==> config.mk <==
export PLATFORM = sky130hd
export DESIGN_NAME = addressable_rgb_led_driver
export DESIGN_NICKNAME = d
export VERILOG_FILES = /design/src/rtl/rgbled_pkg.sv /design/src/rtl/rgbled_pixel_mem.sv /design/src/rtl/rgbled_serializer.sv /design/src/rtl/addressable_rgb_led_driver.sv
export SDC_FILE = /design/constraint.sdc
export NUM_CORES = 1
export LEC_CHECK = 0
export ABC_CLOCK_PERIOD_IN_PS = 6880
export BUFFER_PORTS_ARGS = -buffer_cell sky130_fd_sc_hd__buf_4
export CORE_ASPECT_RATIO = 0.6
export CORE_MARGIN = 4
export CORE_UTILIZATION = 50
export CTS_BUF_LIST = sky130_fd_sc_hd__clkbuf_8 sky130_fd_sc_hd__clkbuf_16
export DETAILED_ROUTE_END_ITERATION = 7
export PLACE_DENSITY_LB_ADDON = 0.2
export SLEW_MARGIN = 20
export SYNTH_ARGS = -nofsm -noshare
export SYNTH_HDL_FRONTEND = slang
export SYNTH_HIERARCHICAL = 1
export SYNTH_SLANG_ARGS = --single-unit
==> constraint.sdc <==
create_clock -name clk -period 6.88 [get_ports clk]
set_input_delay 1.72 -clock clk [delete_from_list [all_inputs] [get_ports clk]]
set_output_delay 1.72 -clock clk [all_outputs]
set_load 0.01 [all_outputs]
==> src/rtl/rgbled_pkg.sv <==
package rgbled_pkg;

  localparam int MAX_PIXELS = 16;
  localparam int PIX_AW     = 4;
  localparam int CNT_W      = 5;
  localparam int WORD_W     = 24;

  localparam logic [2:0] CMD_SET   = 3'd0;
  localparam logic [2:0] CMD_READ  = 3'd1;
  localparam logic [2:0] CMD_CLEAR = 3'd2;
  localparam logic [2:0] CMD_START = 3'd3;
  localparam logic [2:0] CMD_TICK  = 3'd4;

  localparam logic [2:0] REG_LED_COUNT  = 3'd0;
  localparam logic [2:0] REG_ONE_HIGH   = 3'd1;
  localparam logic [2:0] REG_ONE_LOW    = 3'd2;
  localparam logic [2:0] REG_ZERO_HIGH  = 3'd3;
  localparam logic [2:0] REG_ZERO_LOW   = 3'd4;
  localparam logic [2:0] REG_LATCH_GAP  = 3'd5;

  typedef struct packed {
    logic [9:0]  one_high;
    logic [9:0]  one_low;
    logic [9:0]  zero_high;
    logic [9:0]  zero_low;
    logic [15:0] latch_gap;
  } timing_t;

  typedef struct packed {
    logic idle;
    logic line_next;
    logic busy_next;
  } ser_stat_t;

  function automatic logic [15:0] at_least_one(input logic [15:0] v);
    at_least_one = (v == 16'd0) ? 16'd1 : v;
  endfunction

endpackage

==> src/rtl/rgbled_pixel_mem.sv <==
module rgbled_pixel_mem (
  input  logic                              clk,
  input  logic                              rst,
  input  logic                              wr_en,
  input  logic [rgbled_pkg::PIX_AW-1:0]     wr_addr,
  input  logic [rgbled_pkg::WORD_W-1:0]     wr_data,
  input  logic                              clr_en,
  input  logic [rgbled_pkg::CNT_W-1:0]      clr_count,
  input  logic                              rd_en,
  input  logic [rgbled_pkg::PIX_AW-1:0]     rd_addr,
  output logic [rgbled_pkg::WORD_W-1:0]     rd_word,
  input  logic [rgbled_pkg::PIX_AW-1:0]     pf_addr,
  output logic [rgbled_pkg::WORD_W-1:0]     pf_word
);
  import rgbled_pkg::*;

  logic [WORD_W-1:0] mem [MAX_PIXELS];
  logic [MAX_PIXELS-1:0] valid;
  logic [WORD_W-1:0] rd_data;
  logic              rd_vld;
  logic [WORD_W-1:0] pf_data;
  logic [PIX_AW-1:0] pf_addr_q;

  always_ff @(posedge clk) begin
    if (wr_en) begin
      mem[wr_addr] <= wr_data;
    end
    if (rd_en) begin
      rd_data <= mem[rd_addr];
      rd_vld  <= valid[rd_addr];
    end
    if (wr_en && (wr_addr == pf_addr)) begin
      pf_data <= wr_data;
    end else begin
      pf_data <= mem[pf_addr];
    end
    pf_addr_q <= pf_addr;
  end

  always_ff @(posedge clk) begin
    if (rst) begin
      valid <= '0;
    end else begin
      for (int i = 0; i < MAX_PIXELS; i++) begin
        if (clr_en && (CNT_W'(i) < clr_count)) begin
          valid[i] <= 1'b0;
        end
      end
      if (wr_en) begin
        valid[wr_addr] <= 1'b1;
      end
    end
  end

  assign rd_word = rd_vld ? rd_data : '0;
  assign pf_word = valid[pf_addr_q] ? pf_data : '0;

endmodule

==> src/rtl/rgbled_serializer.sv <==
module rgbled_serializer (
  input  logic                              clk,
  input  logic                              rst,
  input  logic                              start,
  input  logic                              tick,
  input  logic [rgbled_pkg::CNT_W-1:0]      count,
  input  rgbled_pkg::timing_t               timing,
  input  logic [rgbled_pkg::WORD_W-1:0]     pf_word,
  output logic [rgbled_pkg::PIX_AW-1:0]     pf_addr,
  output rgbled_pkg::ser_stat_t             stat
);
  import rgbled_pkg::*;

  localparam logic [1:0] PH_IDLE = 2'd0;
  localparam logic [1:0] PH_HIGH = 2'd1;
  localparam logic [1:0] PH_LOW  = 2'd2;
  localparam logic [1:0] PH_GAP  = 2'd3;

  logic [1:0]        phase, phase_next;
  logic [15:0]       cnt, cnt_next;
  logic [CNT_W-1:0]  ptr, ptr_next;
  logic [4:0]        bit_ptr, bit_next;
  logic [WORD_W-1:0] cur_word, word_next;

  logic              cur_bit;
  logic [15:0]       cnt_dec;
  logic [4:0]        bit_inc;
  logic              pix_end;
  logic [CNT_W-1:0]  new_ptr;
  logic [4:0]        new_bit;
  logic [WORD_W-1:0] new_word;
  logic              new_b;

  always_comb begin
    cur_bit  = cur_word[5'd23 - bit_ptr];
    cnt_dec  = cnt - 16'd1;
    bit_inc  = bit_ptr + 5'd1;
    pix_end  = (bit_inc == 5'd24);
    new_ptr  = pix_end ? ptr + CNT_W'(1) : ptr;
    new_bit  = pix_end ? 5'd0 : bit_inc;
    new_word = pix_end ? pf_word : cur_word;
    new_b    = new_word[5'd23 - new_bit];

    phase_next = phase;
    cnt_next   = cnt;
    ptr_next   = ptr;
    bit_next   = bit_ptr;
    word_next  = cur_word;

    if (start) begin
      ptr_next  = '0;
      bit_next  = '0;
      word_next = pf_word;
      if (count == '0) begin
        phase_next = PH_GAP;
        cnt_next   = at_least_one(timing.latch_gap);
      end else begin
        phase_next = PH_HIGH;
        cnt_next   = at_least_one(pf_word[WORD_W-1] ? 16'(timing.one_high)
                                                    : 16'(timing.zero_high));
      end
    end else if (tick && (phase != PH_IDLE)) begin
      cnt_next = cnt_dec;
      if (cnt_dec == 16'd0) begin
        case (phase)
          PH_HIGH: begin
            phase_next = PH_LOW;
            cnt_next   = at_least_one(cur_bit ? 16'(timing.one_low)
                                              : 16'(timing.zero_low));
          end
          PH_LOW: begin
            ptr_next  = new_ptr;
            bit_next  = new_bit;
            word_next = new_word;
            if (new_ptr >= count) begin
              phase_next = PH_GAP;
              cnt_next   = at_least_one(timing.latch_gap);
            end else begin
              phase_next = PH_HIGH;
              cnt_next   = at_least_one(new_b ? 16'(timing.one_high)
                                              : 16'(timing.zero_high));
            end
          end
          default: begin
            phase_next = PH_IDLE;
            ptr_next   = '0;
            bit_next   = '0;
          end
        endcase
      end
    end
  end

  always_ff @(posedge clk) begin
    if (rst) begin
      phase   <= PH_IDLE;
      cnt     <= '0;
      ptr     <= '0;
      bit_ptr <= '0;
    end else begin
      phase   <= phase_next;
      cnt     <= cnt_next;
      ptr     <= ptr_next;
      bit_ptr <= bit_next;
    end
  end

  always_ff @(posedge clk) begin
    cur_word <= word_next;
  end

  // prefetch the pixel that follows the one on the line; pixel 0 while idle or in the gap
  assign pf_addr = ((phase == PH_IDLE) || (phase == PH_GAP)) ? '0
                                                             : ptr[PIX_AW-1:0] + PIX_AW'(1);

  assign stat.idle      = (phase == PH_IDLE);
  assign stat.line_next = (phase_next == PH_HIGH);
  assign stat.busy_next = (phase_next != PH_IDLE);

endmodule

==> src/rtl/addressable_rgb_led_driver.sv <==
// The result of an item is registered and is on m_tdata in the cycle after its transaction.
// Throughput: one item per cycle while m_tready is high; a result waiting on
// m_tready holds s_tready low until it is taken.
// A pixel read returns its data from a registered memory port; the serializer
// prefetches the next pixel from a second read port.
// Reset (synchronous, rst high): idle, line low, registers at their defaults,
// every pixel reads as zero until it is set.
module addressable_rgb_led_driver (
  input  logic        clk,
  input  logic        rst,
  input  logic        s_tvalid,
  output logic        s_tready,
  input  logic [31:0] s_tdata,   // led_index[3:0], red[11:4], green[19:12], blue[27:20]
  input  logic [2:0]  s_tuser,   // cmd[2:0]
  output logic        m_tvalid,
  input  logic        m_tready,
  output logic [31:0] m_tdata,   // line[0], busy_res[1], red_read[9:2], green_read[17:10],
                                 // blue_read[25:18]
  output logic [0:0]  m_tuser,   // read_ok[0]
  input  logic        psel,
  input  logic        penable,
  input  logic        pwrite,
  input  logic [4:0]  paddr,
  input  logic [31:0] pwdata,
  output logic [31:0] prdata,
  output logic        pready
);
  import rgbled_pkg::*;

  logic [CNT_W-1:0]  led_count;
  timing_t           timing;
  logic [CNT_W-1:0]  count;
  logic [2:0]        reg_sel;
  logic              cfg_wr;

  logic              in_acc;
  logic [2:0]        cmd;
  logic [PIX_AW-1:0] led_index;
  logic [7:0]        red, green, blue;
  logic              idx_ok;

  logic              do_set, do_read, do_clear, do_start, do_tick;
  logic [WORD_W-1:0] rd_word;
  logic [PIX_AW-1:0] pf_addr;
  logic [WORD_W-1:0] pf_word;
  ser_stat_t         stat;

  logic              out_valid;
  logic              out_line;
  logic              out_busy;
  logic              out_ok;
  logic [WORD_W-1:0] out_word;

  assign pready  = 1'b1;
  assign reg_sel = paddr[4:2];
  assign cfg_wr  = psel && penable && pwrite;

  always_ff @(posedge clk) begin
    if (rst) begin
      led_count        <= CNT_W'(16);
      timing.one_high  <= 10'd81;
      timing.one_low   <= 10'd40;
      timing.zero_high <= 10'd41;
      timing.zero_low  <= 10'd79;
      timing.latch_gap <= 16'd7200;
    end else if (cfg_wr) begin
      case (reg_sel)
        REG_LED_COUNT: led_count        <= pwdata[CNT_W-1:0];
        REG_ONE_HIGH:  timing.one_high  <= pwdata[9:0];
        REG_ONE_LOW:   timing.one_low   <= pwdata[9:0];
        REG_ZERO_HIGH: timing.zero_high <= pwdata[9:0];
        REG_ZERO_LOW:  timing.zero_low  <= pwdata[9:0];
        REG_LATCH_GAP: timing.latch_gap <= pwdata[15:0];
        default: ;
      endcase
    end
  end

  always_comb begin
    case (reg_sel)
      REG_LED_COUNT: prdata = 32'(led_count);
      REG_ONE_HIGH:  prdata = 32'(timing.one_high);
      REG_ONE_LOW:   prdata = 32'(timing.one_low);
      REG_ZERO_HIGH: prdata = 32'(timing.zero_high);
      REG_ZERO_LOW:  prdata = 32'(timing.zero_low);
      REG_LATCH_GAP: prdata = 32'(timing.latch_gap);
      default:       prdata = '0;
    endcase
  end

  assign count = (led_count > CNT_W'(MAX_PIXELS)) ? CNT_W'(MAX_PIXELS) : led_count;

  assign s_tready  = !out_valid || m_tready;
  assign in_acc    = s_tvalid && s_tready;
  assign cmd       = s_tuser;
  assign led_index = s_tdata[3:0];
  assign red       = s_tdata[11:4];
  assign green     = s_tdata[19:12];
  assign blue      = s_tdata[27:20];
  assign idx_ok    = CNT_W'(led_index) < count;

  assign do_tick  = in_acc && (cmd == CMD_TICK);
  assign do_set   = in_acc && stat.idle && (cmd == CMD_SET) && idx_ok;
  assign do_read  = in_acc && stat.idle && (cmd == CMD_READ) && idx_ok;
  assign do_clear = in_acc && stat.idle && (cmd == CMD_CLEAR);
  assign do_start = in_acc && stat.idle && (cmd == CMD_START);

  rgbled_pixel_mem u_mem (
    .clk       (clk),
    .rst       (rst),
    .wr_en     (do_set),
    .wr_addr   (led_index),
    .wr_data   ({green, red, blue}),
    .clr_en    (do_clear),
    .clr_count (count),
    .rd_en     (in_acc),
    .rd_addr   (led_index),
    .rd_word   (rd_word),
    .pf_addr   (pf_addr),
    .pf_word   (pf_word)
  );

  rgbled_serializer u_ser (
    .clk     (clk),
    .rst     (rst),
    .start   (do_start),
    .tick    (do_tick),
    .count   (count),
    .timing  (timing),
    .pf_word (pf_word),
    .pf_addr (pf_addr),
    .stat    (stat)
  );

  always_ff @(posedge clk) begin
    if (rst) begin
      out_valid <= 1'b0;
    end else if (in_acc) begin
      out_valid <= 1'b1;
    end else if (m_tready) begin
      out_valid <= 1'b0;
    end
  end

  always_ff @(posedge clk) begin
    if (in_acc) begin
      out_line <= stat.line_next;
      out_busy <= stat.busy_next;
      out_ok   <= do_read;
    end
  end

  assign out_word = out_ok ? rd_word : '0;

  assign m_tvalid = out_valid;
  assign m_tdata  = {6'd0, out_word[7:0], out_word[23:16], out_word[15:8], out_busy, out_line};
  assign m_tuser  = out_ok;

endmodule
==> results of run 1 <==
==> cell type report <==
class                      count  area [sq um]
sequential                   546         15300
clock inverter                42         370.4
clock buffer                  53          1315
fill                        4252         23770
multi-input combinational   1178         11630
inverter                      21         78.83
tap                          714         893.4
antenna                        1         2.502
timing repair buffer         147          1140
==> registers in the layout, summed over array words and instances, names as in the netlist, 2 cells and up <==
name,cells
u_mem/mem,384
u_mem/pf_addr_q,4
u_ser/cnt,16
u_mem/rd_data,24
u_mem/valid,16
timing,56
u_ser/phase,2
led_count,5
u_ser/ptr,5
u_ser/bit_ptr,5
u_ser/cur_word,24
==> worst max-delay path: stages <==
cell and delay, ps:
buf_4 170, nor2b_1 620, buf_4 350, a221oi_1 110, a21oi_1 170, buf_4 140
==> per-stage QoR <==
| step | hold WS, ps | instance area (sq um) | utilization (%) | setup WS, ps |
|---|---|---|---|---|
| after detailed placement | 484.6 | 29020 | 53.24 | 1292 |
| after global routing | 519.4 | 30730 | 56.39 | 1729 |
| after floorplan | 444.4 | 27820 | - | 1476 |
| after global placement | 452.7 | 29020 | 53.24 | 1342 |
| after CTS | 493.3 | 30700 | 56.33 | 1848 |
| final | 499.9 | 30740 | 56.39 | 1876 |
==> kinds of logic (layout without fill, tap and decap cells) <==
kind of cell | after synthesis | after routing
XOR/XNOR | 18 | 18
AND/OR/NAND/NOR | 450 | 450
multiplexers | 343 | 343
adder cells (fa/ha/maj) | 15 | 15
flip-flops | 546 | 546
other | 2 | 24
AO/OA/AOI/OAI | 329 | 329
buffers and inverters | 187 | 263
==> placed cells by master (no fill, tap or decap), drive strengths merged, types with 13 or more instances in the layout <==
master	instances
edfxtp	436
mux4	235
buf	147
nor2	111
dfxtp	110
a21oi	91
mux2i	68
nand2	68
o21ai	59
and2	58
a22oi	54
clkbuf	53
nand2b	47
nand3	41
mux2	40
inv	29
clkinv	28
conb	23
nor3	23
nor2b	20
nor4	16
and3	15
ha	15
a31oi	15
nand4	13
==> power by group <==
part           leakage, nW  internal [W]  switching [W]
combinational         4.50      0.000217       0.000267
sequential            4.83       0.00359      0.0000309
clock                0.865       0.00158        0.00128
total                 10.2       0.00539        0.00158
==> how the worst min path moves through the flow <==
stage                       startpoint            to  slack, ps  cells after the start
after floorplan           u_ser/ptr[4]  u_ser/ptr[4]        440                      2
after global placement    u_ser/ptr[4]  u_ser/ptr[4]        450                      2
after detailed placement  u_ser/ptr[4]  u_ser/ptr[4]        480                      2
after CTS                 u_ser/ptr[4]  u_ser/ptr[4]        490                      2
after global routing      u_ser/ptr[4]  u_ser/ptr[4]        520                      2
final                     u_ser/ptr[4]  u_ser/ptr[4]        500                      2
==> routing by layer <==
| metal | up-vias | GRT usage (%) | share of wire [%] |
|---|---|---|---|
| li1 | 7674 | - | - |
| met2 | 1101 | 36.83 | 42 |
| met3 | 123 | 7.201 | 12 |
| met1 | 9425 | 42.23 | 44 |
| met4 | 0 | 4.492 | 1.7 |
| met5 | - | 0 | 0 |
==> impl_metrics.csv, run 1 <==
group,metric,value,unit
logic_synthesis,synth_ff_type,"edfxtp_1",
power_and_ir_drop,power,0.006970,W
setup_path,r2r_slack,2090,ps
routing,wirelength,79210,um
logic_synthesis,synth_top_family_by_area,"multiplexers",
routing,drt_iter0_markers,2357,
global_route,grt_usage,26.50,%
power_and_ir_drop,total_leakage_power,10.19,nW
routing,drtPass1Iterations,6,
clocking,hold_buffers,0,
sta,rsz0062_at_grt,"false",
place,hpwl,51420,um
sta,min_period_over_period,72.73,%
logic_synthesis,yosys-top-cells-area,"edfxtp_1 47%, mux4_2 18%, dfxtp_1 7.9%, mux2i_1 2.5%, a21oi_1 1.6%",
sta,setup_tns,0,ps
global_route,grt_overflow,0,
clocking,clk_pin_slew_worst_paths,70,ps
clocking,cts_buffer_depth,3,
global_route,grt_pass1_wl,117300,um
logic_synthesis,synth.most_common_cell,"edfxtp_1",
setup_path,r2r_start,"u_ser/bit_ptr[1]",
logic_synthesis,ys_ff_latch,546,
setup_path,worstPathMaxFanout,19,
logic_synthesis,synth.distinct_cells,85,
routing,avgViaCountPerCell,6.781,
routing,vias,18320,
cells_and_area,drive_above_1_share,27.53,%
logic_synthesis,yosysTopAreaCellShare,47.19,%
floorplanning,die_h,190.5,um
setup_path,cp-endpoint,"prdata[8]",
place,place.port_buffers,101,
cells_and_area,area_growth_syn_to_layout,10.78,%
logic_synthesis,yosysTopAreaCell,"edfxtp_1",
sta,clock_skew,27.17,ps
sta,final_hold_viol_count,0,
setup_path,worst-r2r-cell-count,14,
cells_and_area,final_cell_count_no_fill,2702,
setup_path,cp.arrival,3280,ps
setup_path,critPathLaunch,"paddr[4]",
floorplanning,start_util,50.91,%
setup_path,worstReg2RegEnd,"u_ser/cnt[4]",
clocking,cts_tree,"yes",
logic_synthesis,synthMuxAreaShare,23.27,%
sta,slew_viol_final,0,
logic_synthesis,syn_avg_cell_area,14.68,sq um
logic_synthesis,netlist_top_cells_count,"436 x edfxtp_1, 226 x mux4_2, 110 x dfxtp_1, 108 x nor2_1, 91 x a21oi_1",
global_route,grt_pass1_vias,17500,
power_and_ir_drop,ir_drop,0.1961,mV
cells_and_area,nets,2039,
outcome,status,"finished, final reports clean",
logic_synthesis,async_reset_ff_share,0,%
place,gp_congestion,0.9633,
run,max-cap-violations,0,
logic_synthesis,ys_warn_count,6,
logic_synthesis,synth_xor_area_share,0.5682,%
global_route,antenna_found_initial,0,
logic_synthesis,seq_area_frac_synth,55.13,%
setup_path,worst-setup-path-type,"in -> out",
clocking,post_cts_buffers,0,
clocking,ctsResizeCount,0,
clocking,cts_max_level,2,
logic_synthesis,synth_area,27750,sq um
logic_synthesis,synth_edf_count,436,
routing,ant_nets,0,
routing,drc,0,
clocking,cts-root-buf,"clkbuf_16",
logic_synthesis,synth_compound_area_share,7.851,%
sta,tightest_slew,1065,ps
logic_synthesis,yosys.area_share.simple,8.785,%
power_and_ir_drop,power-per-cell-area,226.8,nW/um^2
routing,wl_per_cell,29.32,um
floorplanning,pin_count,147,
sta,setup_viol,0,
sta,relSlewSlack,27.91,%
min_path,hold_class,"reg -> reg",
place,place_inst,2605,
floorplanning,die_x,312.1,um
logic_synthesis,syn-instance-count,1890,
sta,period_needed,5004,ps
logic_synthesis,synth-adder-area-share,0.6764,%
setup_path,worstSetupEndpointType,"primary output",
setup_path,critPathLaunchType,"primary input",
floorplanning,core-area,54500,sq um
floorplanning,dieArea,59450,sq um
clocking,clkSinkCount,546,
global_route,grt_max_degree,98,
floorplanning,rows,66,
clocking,cts_buffers,51,
setup_path,required,5160,ps
sta,fmax,199.8,MHz
clocking,clk_latency,600,ps
Power figures use the tool's default switching activity.
==> inputs of run 2 (changes only) <==
- ABC_CLOCK_PERIOD_IN_PS: 6880 -> 4700
- clock period: 6.88 -> 4.7 ns (I/O delays scaled with it)
==> impl_metrics.csv, run 2 (synthesis results as in run 1) <==
group,metric,value,unit
outcome,status,"finished, final reports clean",
cells_and_area,reg_top3,"u_mem/mem: 384 flops, timing: 56 flops",
routing,avgViaCountPerCell,6.681,
floorplanning,die_x,312.1,um
cells_and_area,regMostFlops,"u_mem/mem",
routing,vias,18230,
global_route,grt_overflow,0,
power_and_ir_drop,combPwrFrac,7.1,%
power_and_ir_drop,p_int,0.007873,W
setup_path,critPathLaunchType,"register",
power_and_ir_drop,total_leakage_power,10.34,nW
clocking,clk_latency,600,ps
clocking,ctsResizeCount,0,
setup_path,worstPathMaxFanout,36,
global_route,grt_usage,27.24,%
routing,wl_per_cell,29.77,um
routing,wirelength,81250,um
clocking,hold_buffers,0,
cells_and_area,stdcell_area,30940,sq um
floorplanning,pin_count,147,
power_and_ir_drop,power,0.01014,W
setup_path,worst-setup-path-type,"reg -> reg",
cells_and_area,num_antenna_cells,0,
setup_path,worstReg2RegEnd,"u_ser/cnt[3]",
setup_path,r2r_start,"u_mem/pf_addr_q[0]",
min_path,hold_class,"reg -> reg",
floorplanning,start_util,50.91,%
setup_path,critPathLaunch,"u_mem/pf_addr_q[0]",
cells_and_area,nets,2072,
power_and_ir_drop,ir_drop,0.2855,mV
sta,relSlewSlack,31.37,%
clocking,cts_max_level,2,
sta,slew_viol_final,0,
sta,tightest_slew,1029,ps
floorplanning,rows,66,
floorplanning,dieArea,59450,sq um
cells_and_area,mostFrequentLayoutCells,"436 x edfxtp_1, 226 x mux4_2, 176 x buf_4",
setup_path,cp-endpoint,"u_ser/cnt[3]",
sta,clock_skew,33.17,ps
place,hpwl,52730,um
power_and_ir_drop,p_switching,0.002264,W
sta,setup_tns,0,ps
power_and_ir_drop,power-per-cell-area,327.6,nW/um^2
cells_and_area,area_growth_syn_to_layout,11.53,%
clocking,clkSinkCount,546,
cells_and_area,area.sequential,15300,sq um
clocking,cts_tree,"yes",
cells_and_area,largest_reg_flops,384,
sta,fmax,241.4,MHz
cells_and_area,multiInputGateArea,11640,sq um
routing,ant_nets,0,
clocking,cts_buffers,50,
sta,final_hold_viol_count,0,
routing,drc,0,
global_route,grt_pass1_wl,119500,um
setup_path,r2r_slack,560,ps
clocking,cts-root-buf,"clkbuf_16",
place,place.port_buffers,101,
place,gp_congestion,0.9356,
sta,min_period_over_period,88.12,%
power_and_ir_drop,clockPowerShare,40.7,%
sta,period_needed,4142,ps
place,placed_area,29300,sq um
sta,rsz0062_at_grt,"false",
power_and_ir_drop,p_sw_share,22.33,%
cells_and_area,drive_above_1_share,28.64,%
sta,timing.hold.ws,468.7,ps
routing,drt_iter0_markers,2442,
setup_path,cp.arrival,4610,ps
power_and_ir_drop,seq_power_share,52.2,%
cells_and_area,final_common_cell,"edfxtp_1",
floorplanning,die_h,190.5,um
clocking,clk_pin_slew_worst_paths,70,ps
global_route,grt_pass1_vias,17900,
run,max-cap-violations,0,
setup_path,worstSetupEndpointType,"register",
cells_and_area,fillers,4278,
global_route,antenna_found_initial,1,
floorplanning,core-area,54500,sq um
setup_path,required,5170,ps
setup_path,worst-r2r-cell-count,12,
clocking,post_cts_buffers,0,
global_route,grt_max_degree,78,
clocking,cts_buffer_depth,3,
routing,drtPass1Iterations,6,
sta,setup_viol,0,
## run 2: cell count changes in the layout (fill, tap and decap cells not counted), sizes merged
cell / before / now
buf: 147 / 181
clkinv: 28 / 18
clkinvlp: 1 / 4
clkbuf: 53 / 52
inv: 29 / 30
bufinv: 5 / 6
diode: 1 / 0
## run 2: through the flow
step,setup WS (ps),instances,util [%]
floorplan,152.8,1911,-
global placement,661.0,2639,53.77
detailed placement,627.1,2639,53.77
CTS,563.0,2728,56.75
global route,284.1,2729,56.78
finish,558.3,2729,56.78
## run 2: power groups by stage
| stage | clock network, W | registers (W) | logic, W |
|---|---|---|---|
| 2_1_floorplan | 0 | 0.00537 | 0.000512 |
| 3_3_place_gp | 0 | 0.00540 | 0.000698 |
| 3_5_place_dp | 0 | 0.00540 | 0.000709 |
| 4_1_cts | 0.00419 | 0.00529 | 0.000712 |
| 5_1_grt | 0.00442 | 0.00529 | 0.000768 |
| 6_report | 0.00413 | 0.00529 | 0.000716 |
## run 2: worst min path at each step
stage,startpoint,end,slack (ps),depth (start not counted)
after floorplan,u_ser/ptr[4],u_ser/ptr[4],440,2
after global placement,u_ser/ptr[4],u_ser/ptr[4],450,2
after detailed placement,u_ser/ptr[4],u_ser/ptr[4],460,2
after CTS,u_ser/ptr[4],u_ser/ptr[4],470,2
after global routing,u_ser/ptr[4],u_ser/ptr[4],490,2
final,u_ser/ptr[4],u_ser/ptr[4],470,2
## run 2: cell type report
| class | count | area share, % |
|---|---|---|
| Timing Repair Buffer | 181 | 4.549 |
| Tap cell | 714 | 2.887 |
| Multi-Input combinational cell | 1178 | 37.61 |
| Clock buffer | 52 | 4.132 |
| Inverter | 21 | 0.2547 |
| Clock inverter | 37 | 1.120 |
| Sequential cell | 546 | 49.45 |
## run 2: critical path, cell delays in order, from the launching register on
cell and delay, ps:
dfxtp_4 440, buf_4 610, mux4_2 620, a22oi_1 230, a21oi_1 150, buf_4 260, nor2_1 100, a21oi_1 100
a22o_1 270, o22ai_1 410, nor2_1 260, and3_1 240, o31a_1 290
## run 2: routing by layer
| layer | vias up | track usage, % | wire length [um] |
|---|---|---|---|
| met4 | 2 | 5.522 | 1566 |
| li1 | 7726 | - | - |
| met5 | - | 0 | 20 |
| met1 | 9252 | 41.79 | 34560 |
| met2 | 1135 | 37.99 | 33910 |
| met3 | 117 | 9.113 | 11190 |
==> inputs of run 3 (changes only) <==
- RECOVER_POWER: default -> 50
==> impl_metrics.csv, run 3 (synthesis results as in run 1) <==
group,metric,value,unit
place,gp_congestion,0.9356,
power_and_ir_drop,ir_drop,0.2864,mV
sta,tightest_slew,3511,ps
floorplanning,die_x,312.1,um
cells_and_area,area_growth_syn_to_layout,10.97,%
clocking,cts_max_level,2,
clocking,cts_buffer_depth,3,
clocking,clk_pin_slew_worst_paths,60,ps
place,place_inst,2639,
setup_path,critPathLaunchType,"primary input",
cells_and_area,reg_top3,"u_mem/mem: 384 flops, timing: 56 flops",
sta,period_needed,4184,ps
routing,drt_iter0_markers,2553,
place,hpwl,52730,um
sta,rsz0062_at_grt,"false",
clocking,hold_buffers,0,
floorplanning,start_util,50.91,%
sta,setup_tns,0,ps
min_path,hold_start,"u_ser/ptr[4]",
sta,setup_viol,0,
global_route,grt_usage,27.24,%
clocking,ctsResizeCount,0,
cells_and_area,regMostFlops,"u_mem/mem",
run,max-cap-violations,3,
routing,drtPass1Iterations,6,
global_route,grt_pass1_vias,17900,
sta,clock_skew,31.25,ps
setup_path,critPathLaunch,"rst",
outcome,violations,"capacitance limit, slew limit",
place,place.port_buffers,101,
sta,fmax,239.0,MHz
cells_and_area,drive_above_1_share,26.80,%
global_route,antenna_found_initial,2,
setup_path,worstPathMaxFanout,77,
power_and_ir_drop,power-per-cell-area,328.7,nW/um^2
routing,drc,0,
global_route,grt_overflow,0,
cells_and_area,mostFrequentLayoutCells,"436 x edfxtp_1, 226 x mux4_2, 140 x buf_4",
min_path,hold_class,"reg -> reg",
sta,relSlewSlack,-134.1,%
floorplanning,rows,66,
sta,slew_viol_final,194,
routing,avgViaCountPerCell,6.725,
cells_and_area,final_common_cell,"edfxtp_1",
outcome,status,"finished, violations left",
setup_path,required,5180,ps
clocking,cts_buffers,50,
setup_path,worst-setup-path-type,"in -> reg",
sta,final_hold_viol_count,0,
global_route,grt_max_degree,78,
cells_and_area,largest_reg_flops,384,
routing,ant_nets,0,
routing,vias,18350,
clocking,clk_latency,600,ps
floorplanning,core-area,54500,sq um
cells_and_area,num_antenna_cells,0,
floorplanning,pin_count,147,
floorplanning,dieArea,59450,sq um
global_route,grt_pass1_wl,119500,um
cells_and_area,nets,2072,
routing,wl_per_cell,29.81,um
routing,wirelength,81350,um
cells_and_area,final_cell_count_no_fill,2729,
clocking,cts-root-buf,"clkbuf_16",
setup_path,r2r_start,"u_mem/pf_addr_q[0]",
clocking,post_cts_buffers,0,
power_and_ir_drop,total_leakage_power,10.20,nW
clocking,clkSinkCount,546,
setup_path,worstSetupEndpointType,"register",
sta,min_period_over_period,89.01,%
setup_path,cp.arrival,4660,ps
floorplanning,die_h,190.5,um
clocking,cts_tree,"yes",
## run 3: changes by cell type in the layout (fill, tap and decap cells not counted), sizes merged
| cell | change |
|---|---|
| buf | -38 |
| clkbuf | +38 |
## run 3: path summary, 6_finish.rpt
path,endpoint,slack [ps],depth (start not counted)
min,u_ser/ptr[4],470,2
max,timing[33],520,4
max reg2reg,u_ser/cnt[3],550,12
min reg2reg,u_ser/ptr[4],470,2
## run 3: cell type report
class                   count  area (sq um)
well taps                 714         893.4
fillers                  4320         23710
inverters                  21         78.83
flip-flops and latches    546         15300
repair buffers            181          1260
multi-input cells        1178         11630
clock inverters            37         346.6
clock buffers              52          1279
## run 3: worst max-delay path, stage by stage
cell and delay (ps):
clkbuf_1 2440, buf_4 690, nand2b_1 230, mux2i_1 90
## run 3: per-stage QoR
step / power, W / util (%) / setup slack, ps / hold slack, ps / instance area [sq um]
final: 0.01012 / 56.49 / 516.3 / 468.1 / 30790
after global routing: 0.01047 / 56.49 / 243.4 / 492.6 / 30790
after CTS: 0.01019 / 56.75 / 563.0 / 472.4 / 30930
after detailed placement: 0.006109 / 53.77 / 627.1 / 463.3 / 29300
after global placement: 0.006096 / 53.77 / 661.0 / 454.6 / 29300
after floorplan: 0.005887 / - / 152.8 / 444.4 / 27830
## run 3: power breakdown
part,internal (W),switching (W),leakage (nW)
sequential,0.00526,0.0000411,4.83
clock,0.00230,0.00182,0.831
combinational,0.000312,0.000394,4.53
## run 3: routing by layer
layer	share of wire, %	GRT usage (%)	wire length (um)
met5	0.038	0	31
met4	2.0	5.522	1645
met3	14	9.113	11250
met2	42	37.99	34110
met1	42	41.79	34320
